### src/keyed_sponge_hash_64_macros.svh
// ----------------------------------------------------------------------------
// keyed_sponge_hash_64 assertion macros
// shared concurrent assertion forms on the block clock and reset
// ----------------------------------------------------------------------------
`ifndef KEYED_SPONGE_HASH_64_MACROS_SVH
`define KEYED_SPONGE_HASH_64_MACROS_SVH

// implication checked on every clock edge outside reset
`define KSH64_ASSERT(label, prop, msg) \
   label: assert property (@(posedge clock) disable iff (reset) prop) else $error(msg);

// implication checked on every clock edge, reset included
`define KSH64_ASSERT_ALWAYS(label, prop, msg) \
   label: assert property (@(posedge clock) prop) else $error(msg);

`endif

### src/ksh64_pkg.sv
// ----------------------------------------------------------------------------
// ksh64_pkg
// types, constants and round/padding functions of the keyed sponge hash
// ----------------------------------------------------------------------------
package ksh64_pkg;

   localparam int BlockLen   = 4;
   localparam int CountWidth = 4;
   localparam int StateBits  = 128;
   localparam int SeedBits   = 64;
   localparam int DataBits   = 32;
   localparam int InCntBits  = 3;
   localparam int RndCntBits = 3;

   localparam logic [RndCntBits-1:0] AbsorbRounds = 3'd2;
   localparam logic [RndCntBits-1:0] FinalRounds  = 3'd4;
   localparam logic [RndCntBits-1:0] AllRounds    = 3'd6;

   localparam logic [7:0] PadFirst = 8'h1F;
   localparam logic [7:0] PadLast  = 8'h80;
   localparam int         PadLastByte = 3;

   typedef logic [3:0][31:0] words_type;

   typedef struct packed {
      logic load;
      logic fresh;
      logic pad;
      logic round;
      logic out_load;
   } cmd_type;

   function automatic logic [CountWidth-1:0] eff_count(input logic [InCntBits-1:0] cnt);
      logic [CountWidth-1:0] wide;
      wide = CountWidth'(cnt);
      if (wide > CountWidth'(BlockLen)) begin
         return CountWidth'(BlockLen);
      end
      return wide;
   endfunction

   function automatic logic [31:0] rotl32(input logic [31:0] x, input int r);
      return (x << r) | (x >> (32 - r));
   endfunction

   function automatic words_type arx_round(input words_type w);
      logic [31:0] a, b, c, d;
      a = w[0];
      b = w[1];
      c = w[2];
      d = w[3];
      a = a + b; b = rotl32(b, 5);  b = b ^ a; a = rotl32(a, 16);
      c = c + d; d = rotl32(d, 8);  d = d ^ c;
      a = a + d; d = rotl32(d, 13); d = d ^ a;
      c = c + b; b = rotl32(b, 7);  b = b ^ c; c = rotl32(c, 16);
      return {d, c, b, a};
   endfunction

   function automatic logic [StateBits-1:0] absorb_mask(input logic [DataBits-1:0] data,
                                                        input logic [CountWidth-1:0] n);
      logic [StateBits-1:0] m;
      m = '0;
      for (int i = 0; i < BlockLen; i++) begin
         if (CountWidth'(i) < n) begin
            m[8*(i%16)+:8] = (i < 4) ? data[8*(i%4)+:8] : 8'h00;
         end
      end
      return m;
   endfunction

   function automatic logic [StateBits-1:0] pad_mask(input logic [CountWidth-1:0] n);
      logic [StateBits-1:0] m;
      m = '0;
      m[8*PadLastByte+:8] = PadLast;
      m = m ^ (StateBits'(PadFirst) << (8 * int'(n)));
      return m;
   endfunction

endpackage

### src/ksh64_datapath.sv
// ----------------------------------------------------------------------------
// ksh64_datapath
// seed register, hash state, round unit and digest output register
// ----------------------------------------------------------------------------
module ksh64_datapath
   import ksh64_pkg::*;
(
   input  logic                  clock,
   input  logic                  reset,
   input  cmd_type               cmd,
   input  logic [DataBits-1:0]   req_data_bytes,
   input  logic [InCntBits-1:0]  req_byte_count,
   input  logic                  csr_write_enable,
   input  logic [SeedBits-1:0]   csr_write_data,
   output logic [SeedBits-1:0]   rsp_digest
);

   logic [SeedBits-1:0]   seed_ff, seed_in;
   words_type             words_ff, words_in;
   logic [CountWidth-1:0] n_ff, n_in;
   logic [SeedBits-1:0]   digest_ff, digest_in;

   logic [CountWidth-1:0] n_eff;
   logic [StateBits-1:0]  base;
   logic [StateBits-1:0]  pad_now;

   always_comb begin
      n_eff   = eff_count(req_byte_count);
      seed_in = csr_write_enable ? csr_write_data : seed_ff;
      base    = cmd.fresh ? {seed_ff[63:32], 32'h0, seed_ff[31:0], 32'h0} : words_ff;
      pad_now = '0;
      n_in    = n_ff;
      words_in = words_ff;
      if (cmd.load) begin
         n_in = n_eff;
         if (cmd.pad) begin
            pad_now = pad_mask(n_eff);
         end
         words_in = base ^ absorb_mask(req_data_bytes, n_eff) ^ pad_now;
      end else if (cmd.round) begin
         if (cmd.pad) begin
            pad_now = pad_mask(n_ff);
         end
         words_in = arx_round(words_ff ^ pad_now);
      end
      digest_in = cmd.out_load ? {words_ff[1], words_ff[0]} : digest_ff;
   end

   always_ff @(posedge clock) begin
      if (reset) begin
         seed_ff  <= '0;
         words_ff <= '0;
         n_ff     <= '0;
      end else begin
         seed_ff  <= seed_in;
         words_ff <= words_in;
         n_ff     <= n_in;
      end
      digest_ff <= digest_in;
   end

   assign rsp_digest = digest_ff;

endmodule

### src/ksh64_ctrl.sv
// ----------------------------------------------------------------------------
// ksh64_ctrl
// sequencer for load, round and output steps plus both handshakes
// ----------------------------------------------------------------------------
`include "keyed_sponge_hash_64_macros.svh"

module ksh64_ctrl
   import ksh64_pkg::*;
(
   input  logic                 clock,
   input  logic                 reset,
   input  logic                 req_valid,
   input  logic [InCntBits-1:0] req_byte_count,
   input  logic                 req_last_block,
   output logic                 req_ready,
   input  logic                 rsp_ready,
   output logic                 rsp_valid,
   output cmd_type              cmd
);

   localparam logic [1:0] S_IDLE = 2'd0;
   localparam logic [1:0] S_RUN  = 2'd1;
   localparam logic [1:0] S_DONE = 2'd2;

   logic [1:0]            state_ff, state_in;
   logic [RndCntBits-1:0] cnt_ff, cnt_in;
   logic                  last_ff, last_in;
   logic                  pad_pend_ff, pad_pend_in;
   logic                  mid_ff, mid_in;
   logic                  rsp_valid_ff, rsp_valid_in;

   logic [CountWidth-1:0] n_eff;
   logic                  accept;

   assign req_ready = (state_ff == S_IDLE);
   assign accept    = req_valid && req_ready;
   assign rsp_valid = rsp_valid_ff;

   always_comb begin
      n_eff        = eff_count(req_byte_count);
      state_in     = state_ff;
      cnt_in       = cnt_ff;
      last_in      = last_ff;
      pad_pend_in  = pad_pend_ff;
      mid_in       = mid_ff;
      rsp_valid_in = rsp_valid_ff && !rsp_ready;
      cmd          = '0;
      unique case (state_ff)
         S_IDLE: begin
            if (accept && (n_eff != '0 || req_last_block)) begin
               cmd.load    = 1'b1;
               cmd.fresh   = !mid_ff;
               cmd.pad     = (n_eff == '0);
               mid_in      = !req_last_block;
               last_in     = req_last_block;
               pad_pend_in = req_last_block && (n_eff != '0);
               if (n_eff == '0) begin
                  cnt_in = FinalRounds;
               end else if (req_last_block) begin
                  cnt_in = AllRounds;
               end else begin
                  cnt_in = AbsorbRounds;
               end
               state_in = S_RUN;
            end
         end
         S_RUN: begin
            cmd.round = 1'b1;
            cmd.pad   = pad_pend_ff && (cnt_ff == FinalRounds);
            cnt_in    = cnt_ff - 1'b1;
            if (cnt_ff == RndCntBits'(1)) begin
               state_in = last_ff ? S_DONE : S_IDLE;
            end
         end
         S_DONE: begin
            if (!rsp_valid_ff || rsp_ready) begin
               cmd.out_load = 1'b1;
               rsp_valid_in = 1'b1;
               state_in     = S_IDLE;
            end
         end
         default: begin
            state_in = S_IDLE;
         end
      endcase
   end

   always_ff @(posedge clock) begin
      if (reset) begin
         state_ff     <= S_IDLE;
         cnt_ff       <= '0;
         last_ff      <= 1'b0;
         pad_pend_ff  <= 1'b0;
         mid_ff       <= 1'b0;
         rsp_valid_ff <= 1'b0;
      end else begin
         state_ff     <= state_in;
         cnt_ff       <= cnt_in;
         last_ff      <= last_in;
         pad_pend_ff  <= pad_pend_in;
         mid_ff       <= mid_in;
         rsp_valid_ff <= rsp_valid_in;
      end
   end

   // round counter never runs dry inside a round sequence
   `KSH64_ASSERT(a_run_cnt, (state_ff == S_RUN) |-> (cnt_ff != '0), "round count zero in run")
   // padding inside the round sequence only for a closing transaction
   `KSH64_ASSERT(a_pad_last, (cmd.round && cmd.pad) |-> last_ff, "padding on non-last item")
   // digest capture always raises the response
   `KSH64_ASSERT(a_out_valid, cmd.out_load |=> rsp_valid_ff, "digest loaded without valid")
   // an absorbed non-last transaction leaves the message open
   `KSH64_ASSERT(a_mid_open, (cmd.load && !req_last_block) |=> mid_ff, "message not held open")
   // no new transaction while the sequencer is busy
   `KSH64_ASSERT_ALWAYS(a_busy, (state_ff != S_IDLE) |-> !req_ready, "ready while busy")

endmodule

### src/keyed_sponge_hash_64.sv
// ----------------------------------------------------------------------------
// keyed_sponge_hash_64
// keyed 64-bit sponge hash over a 128-bit ARX state, one round per cycle
// ----------------------------------------------------------------------------
// usage:
//   csr_write_data is the 64-bit seed, written when csr_write_enable is high;
//   it is sampled at the first transaction of each message.
//   req_* carries up to 4 message bytes, a byte count and a last flag; a
//   transaction is taken when req_valid and req_ready are both high.
//   rsp_* carries the 64-bit digest, one per message, after the last item.
// timing:
//   one arx round per cycle in a single shared round unit sets the rate.
//   a non-last item runs a load and 2 rounds before ready returns.
//   a last item with data runs a load, 6 rounds and a digest capture;
//   rsp_valid is raised by the capture. an empty last item runs a load,
//   4 rounds and a capture. a zero count without last loads nothing.
// stalls and reset:
//   the digest sits in an output register, so the next message is taken
//   while a digest waits; a second digest holds the block until rsp_ready.
//   synchronous reset clears the seed, the state and the response valid flag.
// ----------------------------------------------------------------------------
module keyed_sponge_hash_64
   import ksh64_pkg::*;
(
   input  logic                 clock,
   input  logic                 reset,
   input  logic                 req_valid,
   output logic                 req_ready,
   input  logic [DataBits-1:0]  req_data_bytes,
   input  logic [InCntBits-1:0] req_byte_count,
   input  logic                 req_last_block,
   output logic                 rsp_valid,
   input  logic                 rsp_ready,
   output logic [SeedBits-1:0]  rsp_digest,
   input  logic                 csr_write_enable,
   input  logic [SeedBits-1:0]  csr_write_data
);

   cmd_type cmd;

   ksh64_ctrl u_ctrl (
      .clock          (clock),
      .reset          (reset),
      .req_valid      (req_valid),
      .req_byte_count (req_byte_count),
      .req_last_block (req_last_block),
      .req_ready      (req_ready),
      .rsp_ready      (rsp_ready),
      .rsp_valid      (rsp_valid),
      .cmd            (cmd)
   );

   ksh64_datapath u_datapath (
      .clock            (clock),
      .reset            (reset),
      .cmd              (cmd),
      .req_data_bytes   (req_data_bytes),
      .req_byte_count   (req_byte_count),
      .csr_write_enable (csr_write_enable),
      .csr_write_data   (csr_write_data),
      .rsp_digest       (rsp_digest)
   );

endmodule

### config.mk
export PLATFORM = sky130hd
export DESIGN_NAME = keyed_sponge_hash_64
export DESIGN_NICKNAME = d
export VERILOG_FILES = /design/src/ksh64_pkg.sv /design/src/ksh64_datapath.sv /design/src/ksh64_ctrl.sv /design/src/keyed_sponge_hash_64.sv
export VERILOG_INCLUDE_DIRS = /design/src /design/src/src
export SDC_FILE = /design/constraint.sdc
export NUM_CORES = 1
export LEC_CHECK = 0
export ABC_AREA = 1
export BUFFER_PORTS_ARGS = -buffer_cell sky130_fd_sc_hd__buf_4
export CAP_MARGIN = 10
export CELL_PAD_IN_SITES_DETAIL_PLACEMENT = 1
export CELL_PAD_IN_SITES_GLOBAL_PLACEMENT = 1
export CORE_ASPECT_RATIO = 0.8
export CORE_UTILIZATION = 44
export DETAILED_ROUTE_END_ITERATION = 10
export GPL_TIMING_DRIVEN = 0
export PLACE_DENSITY = 0.87
export SYNTH_ARGS = -nofsm -noshare
export SYNTH_HDL_FRONTEND = slang
export SYNTH_HIERARCHICAL = 1
export SYNTH_SLANG_ARGS = --single-unit
### constraint.sdc
create_clock -name clock -period 7.1 [get_ports clock]
set_input_delay 0.355 -clock clock [delete_from_list [all_inputs] [get_ports clock]]
set_output_delay 0.355 -clock clock [all_outputs]
set_load 0.02 [all_outputs]
### Word-level counts from Yosys, hierarchy flattened

Index checks and enable logic that the tools add are counted.

| word-level totals | value |
|---|---|
| latch bits | 0 |
| word-level logic and storage cells | 102 |
| output and inout bits | 66 |
| RAM bits | 0 |
| bits of input ports | 105 |
| register bits | 269 |
| bits in read-only memories | 0 |
| memories kept | 0 |

| cells by class | value |
|---|---|
| bitwise operators | 15 |
| reductions and logical operators | 19 |
| add/subtract/negate cells | 5 |
| shifts and indexed selects | 2 |
| divide/modulo/power cells | 0 |
| equality and inequality tests | 7 |
| $lt $le $gt $ge | 5 |
| $mul | 0 |
| multiplexer cells | 36 |

Operators with widths:

| operator | number |
|---|---|
| 128-bit two-way mux | 8 |
| 5-bit by 7-bit left shift with 128-bit output (first input constant) | 2 |
| 128-bit XOR | 2 |
| 32-bit adder | 4 |
| 128-bit by 32-bit XOR with 128-bit output | 1 |
| 32-bit XOR | 4 |
| 8-bit two-way mux | 8 |
| 32-bit by 16-bit bitwise OR with 32-bit output | 2 |
| 32-bit by 13-bit bitwise OR with 32-bit output | 1 |
| 32-bit by 5-bit bitwise OR with 32-bit output | 1 |
| 32-bit by 7-bit bitwise OR with 32-bit output | 1 |
| 32-bit by 8-bit bitwise OR with 32-bit output | 1 |
| 3-bit two-way mux | 4 |
| 2-bit two-way mux | 5 |
| 1-bit by 4-bit less-than comparator with 1-bit output (first input constant) | 2 |
| 2-bit by 4-bit less-than comparator with 1-bit output (first input constant) | 2 |
| 4-bit two-way mux | 2 |
| 1-bit two-way mux | 6 |
| 2-bit one-hot mux with 3 select lines | 1 |
| 3-bit one-hot mux with 2 select lines | 1 |
| 1-bit logical AND | 5 |
| 1-bit logical NOT | 4 |
| 4-bit logical NOT | 1 |
| 2-bit by 1-bit inequality test with 1-bit output (second input constant) | 2 |
| other kinds (15) | 19 |

### Longest topological paths before layout

| logic depth | value |
|---|---|
| word-level depth | 18 |
| mapped depth | 39 |
| mapped depth without buffers | 38 |

### By module

Netlist, hierarchy kept.

Modules (own cells, without submodules):

| module | area an instance (µm²) | times used | cells an instance |
|---|---|---|---|
| ksh64_datapath | 20213.1 | 1 | 2983 |
| ksh64_ctrl | 579.3 | 1 | 82 |

### Worst setup path before layout

OpenSTA, ideal clock, no wires.

| timing path | value |
|---|---|
| path type | flip-flop to flip-flop |
| from | register u_ctrl.state_ff[1] |
| to | register u_datapath/words_ff[118] (netlist bit) |
| stages on the path, launching flop included | 36 |
| setup slack | 2.177 ns |
| library setup time | 0.119 ns |
| required time | 6.981 ns |
| arrival time | 4.803 ns |
| period minus slack after synthesis | 4.923 ns |
| buffers on the path | 1 |
| path through | dfxtp_1 -> inv_4 -> nand2_4 -> nor2_8 -> nand2_2 -> o21ai_1 -> buf_4 -> inv_1 -> nor2_1 -> nand2_1 -> xnor2_1 -> ha_1 -> fa_1 -> nand2_1 -> nand2_1 -> o21ai_2 -> inv_1 -> a21o_2 -> a21oi_1 -> nand2_1 -> nand2_1 -> inv_1 -> ha_1 -> fa_1 -> nand2_1 -> nand2_1 -> o21ai_2 -> o21ai_1 -> a21o_1 -> nand2_1 -> nand2_1 -> a21oi_1 -> xnor2_1 -> nand2_1 -> nand3_1 -> a21oi_1 |

RTL lines:

| item | RTL line | source |
|---|---|---|
| start, declared | ksh64_ctrl.sv:25 | `logic [1:0] state_ff, state_in;` |
| start signal, assigned | ksh64_ctrl.sv:97 | `state_ff <= state_in;` |
| end signal, assigned | ksh64_datapath.sv:56 | `words_ff <= words_in;` |
| end, declared | ksh64_datapath.sv:19 | `words_type words_ff, words_in;` |

==> summary.md <==
| Metric | Value |
|---|---|
| Status | `finished with violations` |
| Failing checks | `negative hold slack` |
| DRT Wirelength | `110000 um` |
| CTS tree | `done` |
| DR pass1 iterations | `6` |
| Peak Freq | `0.146 GHz` |
| Share of the synthesized area in the top cell type | `19.6%` |
| Cell taking the most area after synthesis | `dfxtp_1` |
| Clock Skew | `0.0431 ns` |
| RSZ-0062 raised after global routing | `false` |
| # fillers | `6073` |
| CTS buffer count | `29` |
| Remaining DRCs | `0` |
| Max-slew violations | `0` |
| Port Buffers | `168` |
| Yosys cell types | `61` |
| Post-synthesis sequential area ratio | `roughly 29%` |
| Most common cell on crit path | `nand2_1` |
| GRT Util Overall | `44.6%` |
| Area contributors post-synth | `dfxtp_1, nand2_1, edfxtp_1` |
| Place WS | `0.00548 ns` |
| Routed len/inst | `around 28 um` |
| Fin crit period | `6.83 ns` |
| EDFF count, synth | `64` |
| Fin Hold WS | `-0.00471 ns` |
| Final setup vio count | `0` |
| Most frequent cells in the layout | `nand2_1, inv_1, nor2_1, a21oi_1, o21ai_0` |
| Vias in the first global route | `23100` |
| Max H-tree Level | `1` |
| Routability congestion estimate from global placement | `1.08` |
| Final net count | `3512` |
| Post-Syn Area | `0.0208 mm2` |
| Most common cell after layout, fill and taps aside | `nand2_1` |
| Chip height | `196 um` |
| First-pass GRT wire length | `around 160000 um` |
| Initial Util | `between 40% and 50%` |
| Actual slew at the worst max-slew pin | `1.21 ns` |
| Cell at the slowest stage of the critical path | `xor2_1` |
| Core Rows | `70` |
| IO Pins | `~170` |
| Post-route setup TNS | `0 ns` |
| Startpoint types | `flop` |
| Crit path max fanout | `8` |
| Max_slew headroom | `~19%` |
| Req. time, crit path | `about 7.6 ns` |
| Core ar. | `0.0462 mm2` |
| Post-Syn Area per Cell | `roughly 6.8 um2` |
| Final hold vios | `1` |
| Worst skew pair latency | `0.61 ns` |
| Post-DP HPWL | `91400 um` |
| Via-to-Cell Ratio | `6.08` |
| Max_cap viols | `0` |
| Kind of critical path | `flop to flop` |
| Post-synthesis instance total | `3065` |
| Total global routing overflow | `0` |
| Clk sink count | `268` |
| Syn nets | `3301` |
| Clock buffer depth | `3` |
| Final WS setup | `0.272 ns` |
| Synthesis-to-layout area growth | `15.4%` |
| Vias | `23800` |
| DR iter-0 viols | `2979` |
| Antenna Nets Post-Route | `0` |
| Post-synthesis register bit count | `about 270` |
| Clock-pin slew on the worst setup and hold paths | `0.07 ns` |
| YS warnings | `6` |
| Synth Flop Type | `dfxtp_1` |
| Ys async rst share | `0%` |
| Hold/Removal Path Class | `input port to flop` |
| Layout cells sized above 1 | `between 10% and 20%` |
| Worst setup EP type | `flop` |
| Largest net degree at the start of global routing | `31` |
| DIE AREA | `0.0481 mm2` |
| Initial antenna violation count | `10` |
| WP data arrival | `7.35 ns` |
| CTS root buf | `clkbuf_16` |
| Peak per-stage delay on the critical path | `0.66 ns` |
| Final worst-path cycle share | `slightly below 100%` |
| Die width | `245 um` |
-- logic make-up after synthesis --
group | after synthesis | synth area share [%]
AND/OR/NAND/NOR | 1357 | 27.6
AO/OA/AOI/OAI | 641 | 17.4
buffers and inverters | 447 | 8.14
flip-flops | 268 | 28.9
XOR/XNOR | 221 | 10.0
adder cells (fa/ha/maj) | 131 | 8.03
-- per-layer routing --
layer  GRT usage [%]  routed length (um)  vias to the layer above
met3            12.0               14400                      229
met2            65.5               44800                     1503
met4            15.2                4190                        6
met5               0                  35                        -
met1            62.5               46100                    11600
li1                -                   -                    10500
-- cell type report --
| cell class | count | area [um2] | area share (%) |
|---|---|---|---|
| flip-flops and latches | 268 | 6010 | 25.0 |
| inverters | 359 | 1350 | 5.64 |
| diodes | 5 | 12.5 | 0.0521 |
| plain buffers | 88 | 340 | 1.42 |
| well taps | 612 | 766 | 3.19 |
| repair buffers | 180 | 1400 | 5.85 |
| clock inverters | 16 | 183 | 0.761 |
| clock buffers | 38 | 790 | 3.29 |
| multi-input cells | 2350 | 13100 | 54.8 |
-- state kept, by name (all words and copies together), names as in the netlist --
name / cells
u_ctrl/pad_pend_ff: 1
u_datapath/n_ff: 3
u_datapath/words_ff: 128
u_datapath/seed_ff: 64
u_ctrl/cnt_ff: 3
u_ctrl/rsp_valid: 1
u_ctrl/mid_ff: 1
u_ctrl/state_ff: 2
u_datapath/rsp_digest: 64
u_ctrl/last_ff: 1
-- worst max-delay path: cells and delay by family, from the launching register on --
| kind | cells | cell delay (ns) |
|---|---|---|
| adder cells (fa/ha/maj) | 3 | 1.10 |
| AO/OA/AOI/OAI | 7 | 1.42 |
| XOR/XNOR | 4 | 1.72 |
| AND/OR/NAND/NOR | 13 | 1.65 |
| flip-flops | 1 | 0.34 |
| buffers and inverters | 4 | 0.51 |
-- path summary, 6_finish.rpt --
path / start / to / cells past startpoint / slack, ns
min: csr_write_data[55] / u_datapath/seed_ff[55]$_SDFFE_PP0P_ / 3 / -0.005
max: u_ctrl/state_ff[1]$_SDFFE_PP0P_ / u_datapath/words_ff[48]$_SDFFE_PP0P_ / 31 / 0.27
min reg2reg: u_ctrl/last_ff$_SDFFE_PP0P_ / u_ctrl/last_ff$_SDFFE_PP0P_ / 2 / 0.46
max reg2reg: u_ctrl/state_ff[1]$_SDFFE_PP0P_ / u_datapath/words_ff[48]$_SDFFE_PP0P_ / 31 / 0.27
-- what timing repair did --
| item | CTS | global route |
|---|---|---|
| endpoints found under the setup margin | 0 | 5 |
| buffers inserted | 0 | 0 |
| endpoints found under the hold margin | 8 | 0 |
| hold buffers | 8 | 0 |
| gates resized for setup | 0 | 5 |
-- cell usage after synthesis (all sizes together), types with 62 or more instances --
| cell | n |
|---|---|
| dfxtp | 204 |
| inv | 358 |
| nor2 | 332 |
| clkbuf | 74 |
| nand3 | 172 |
| o21ai | 262 |
| edfxtp | 64 |
| nand2 | 767 |
| a21oi | 261 |
| xnor2 | 62 |
| xor2 | 157 |
| ha | 127 |
-- stage by stage --
stage	cells	cell area, um2	hold slack (ns)	util, %
after floorplan	3065	20800	0.425	-
after global placement	3845	22800	0.442	49.4
after detailed placement	3848	22900	0.448	49.6
after CTS	3910	23900	0.00121	51.9
after global routing	3912	24000	0.0154	52.0
final	3916	24000	-0.00471	52.0
Power is left out: the tool's default activity adds up to more than one toggle a clock period on the data nets, which glitch-free logic cannot reach.
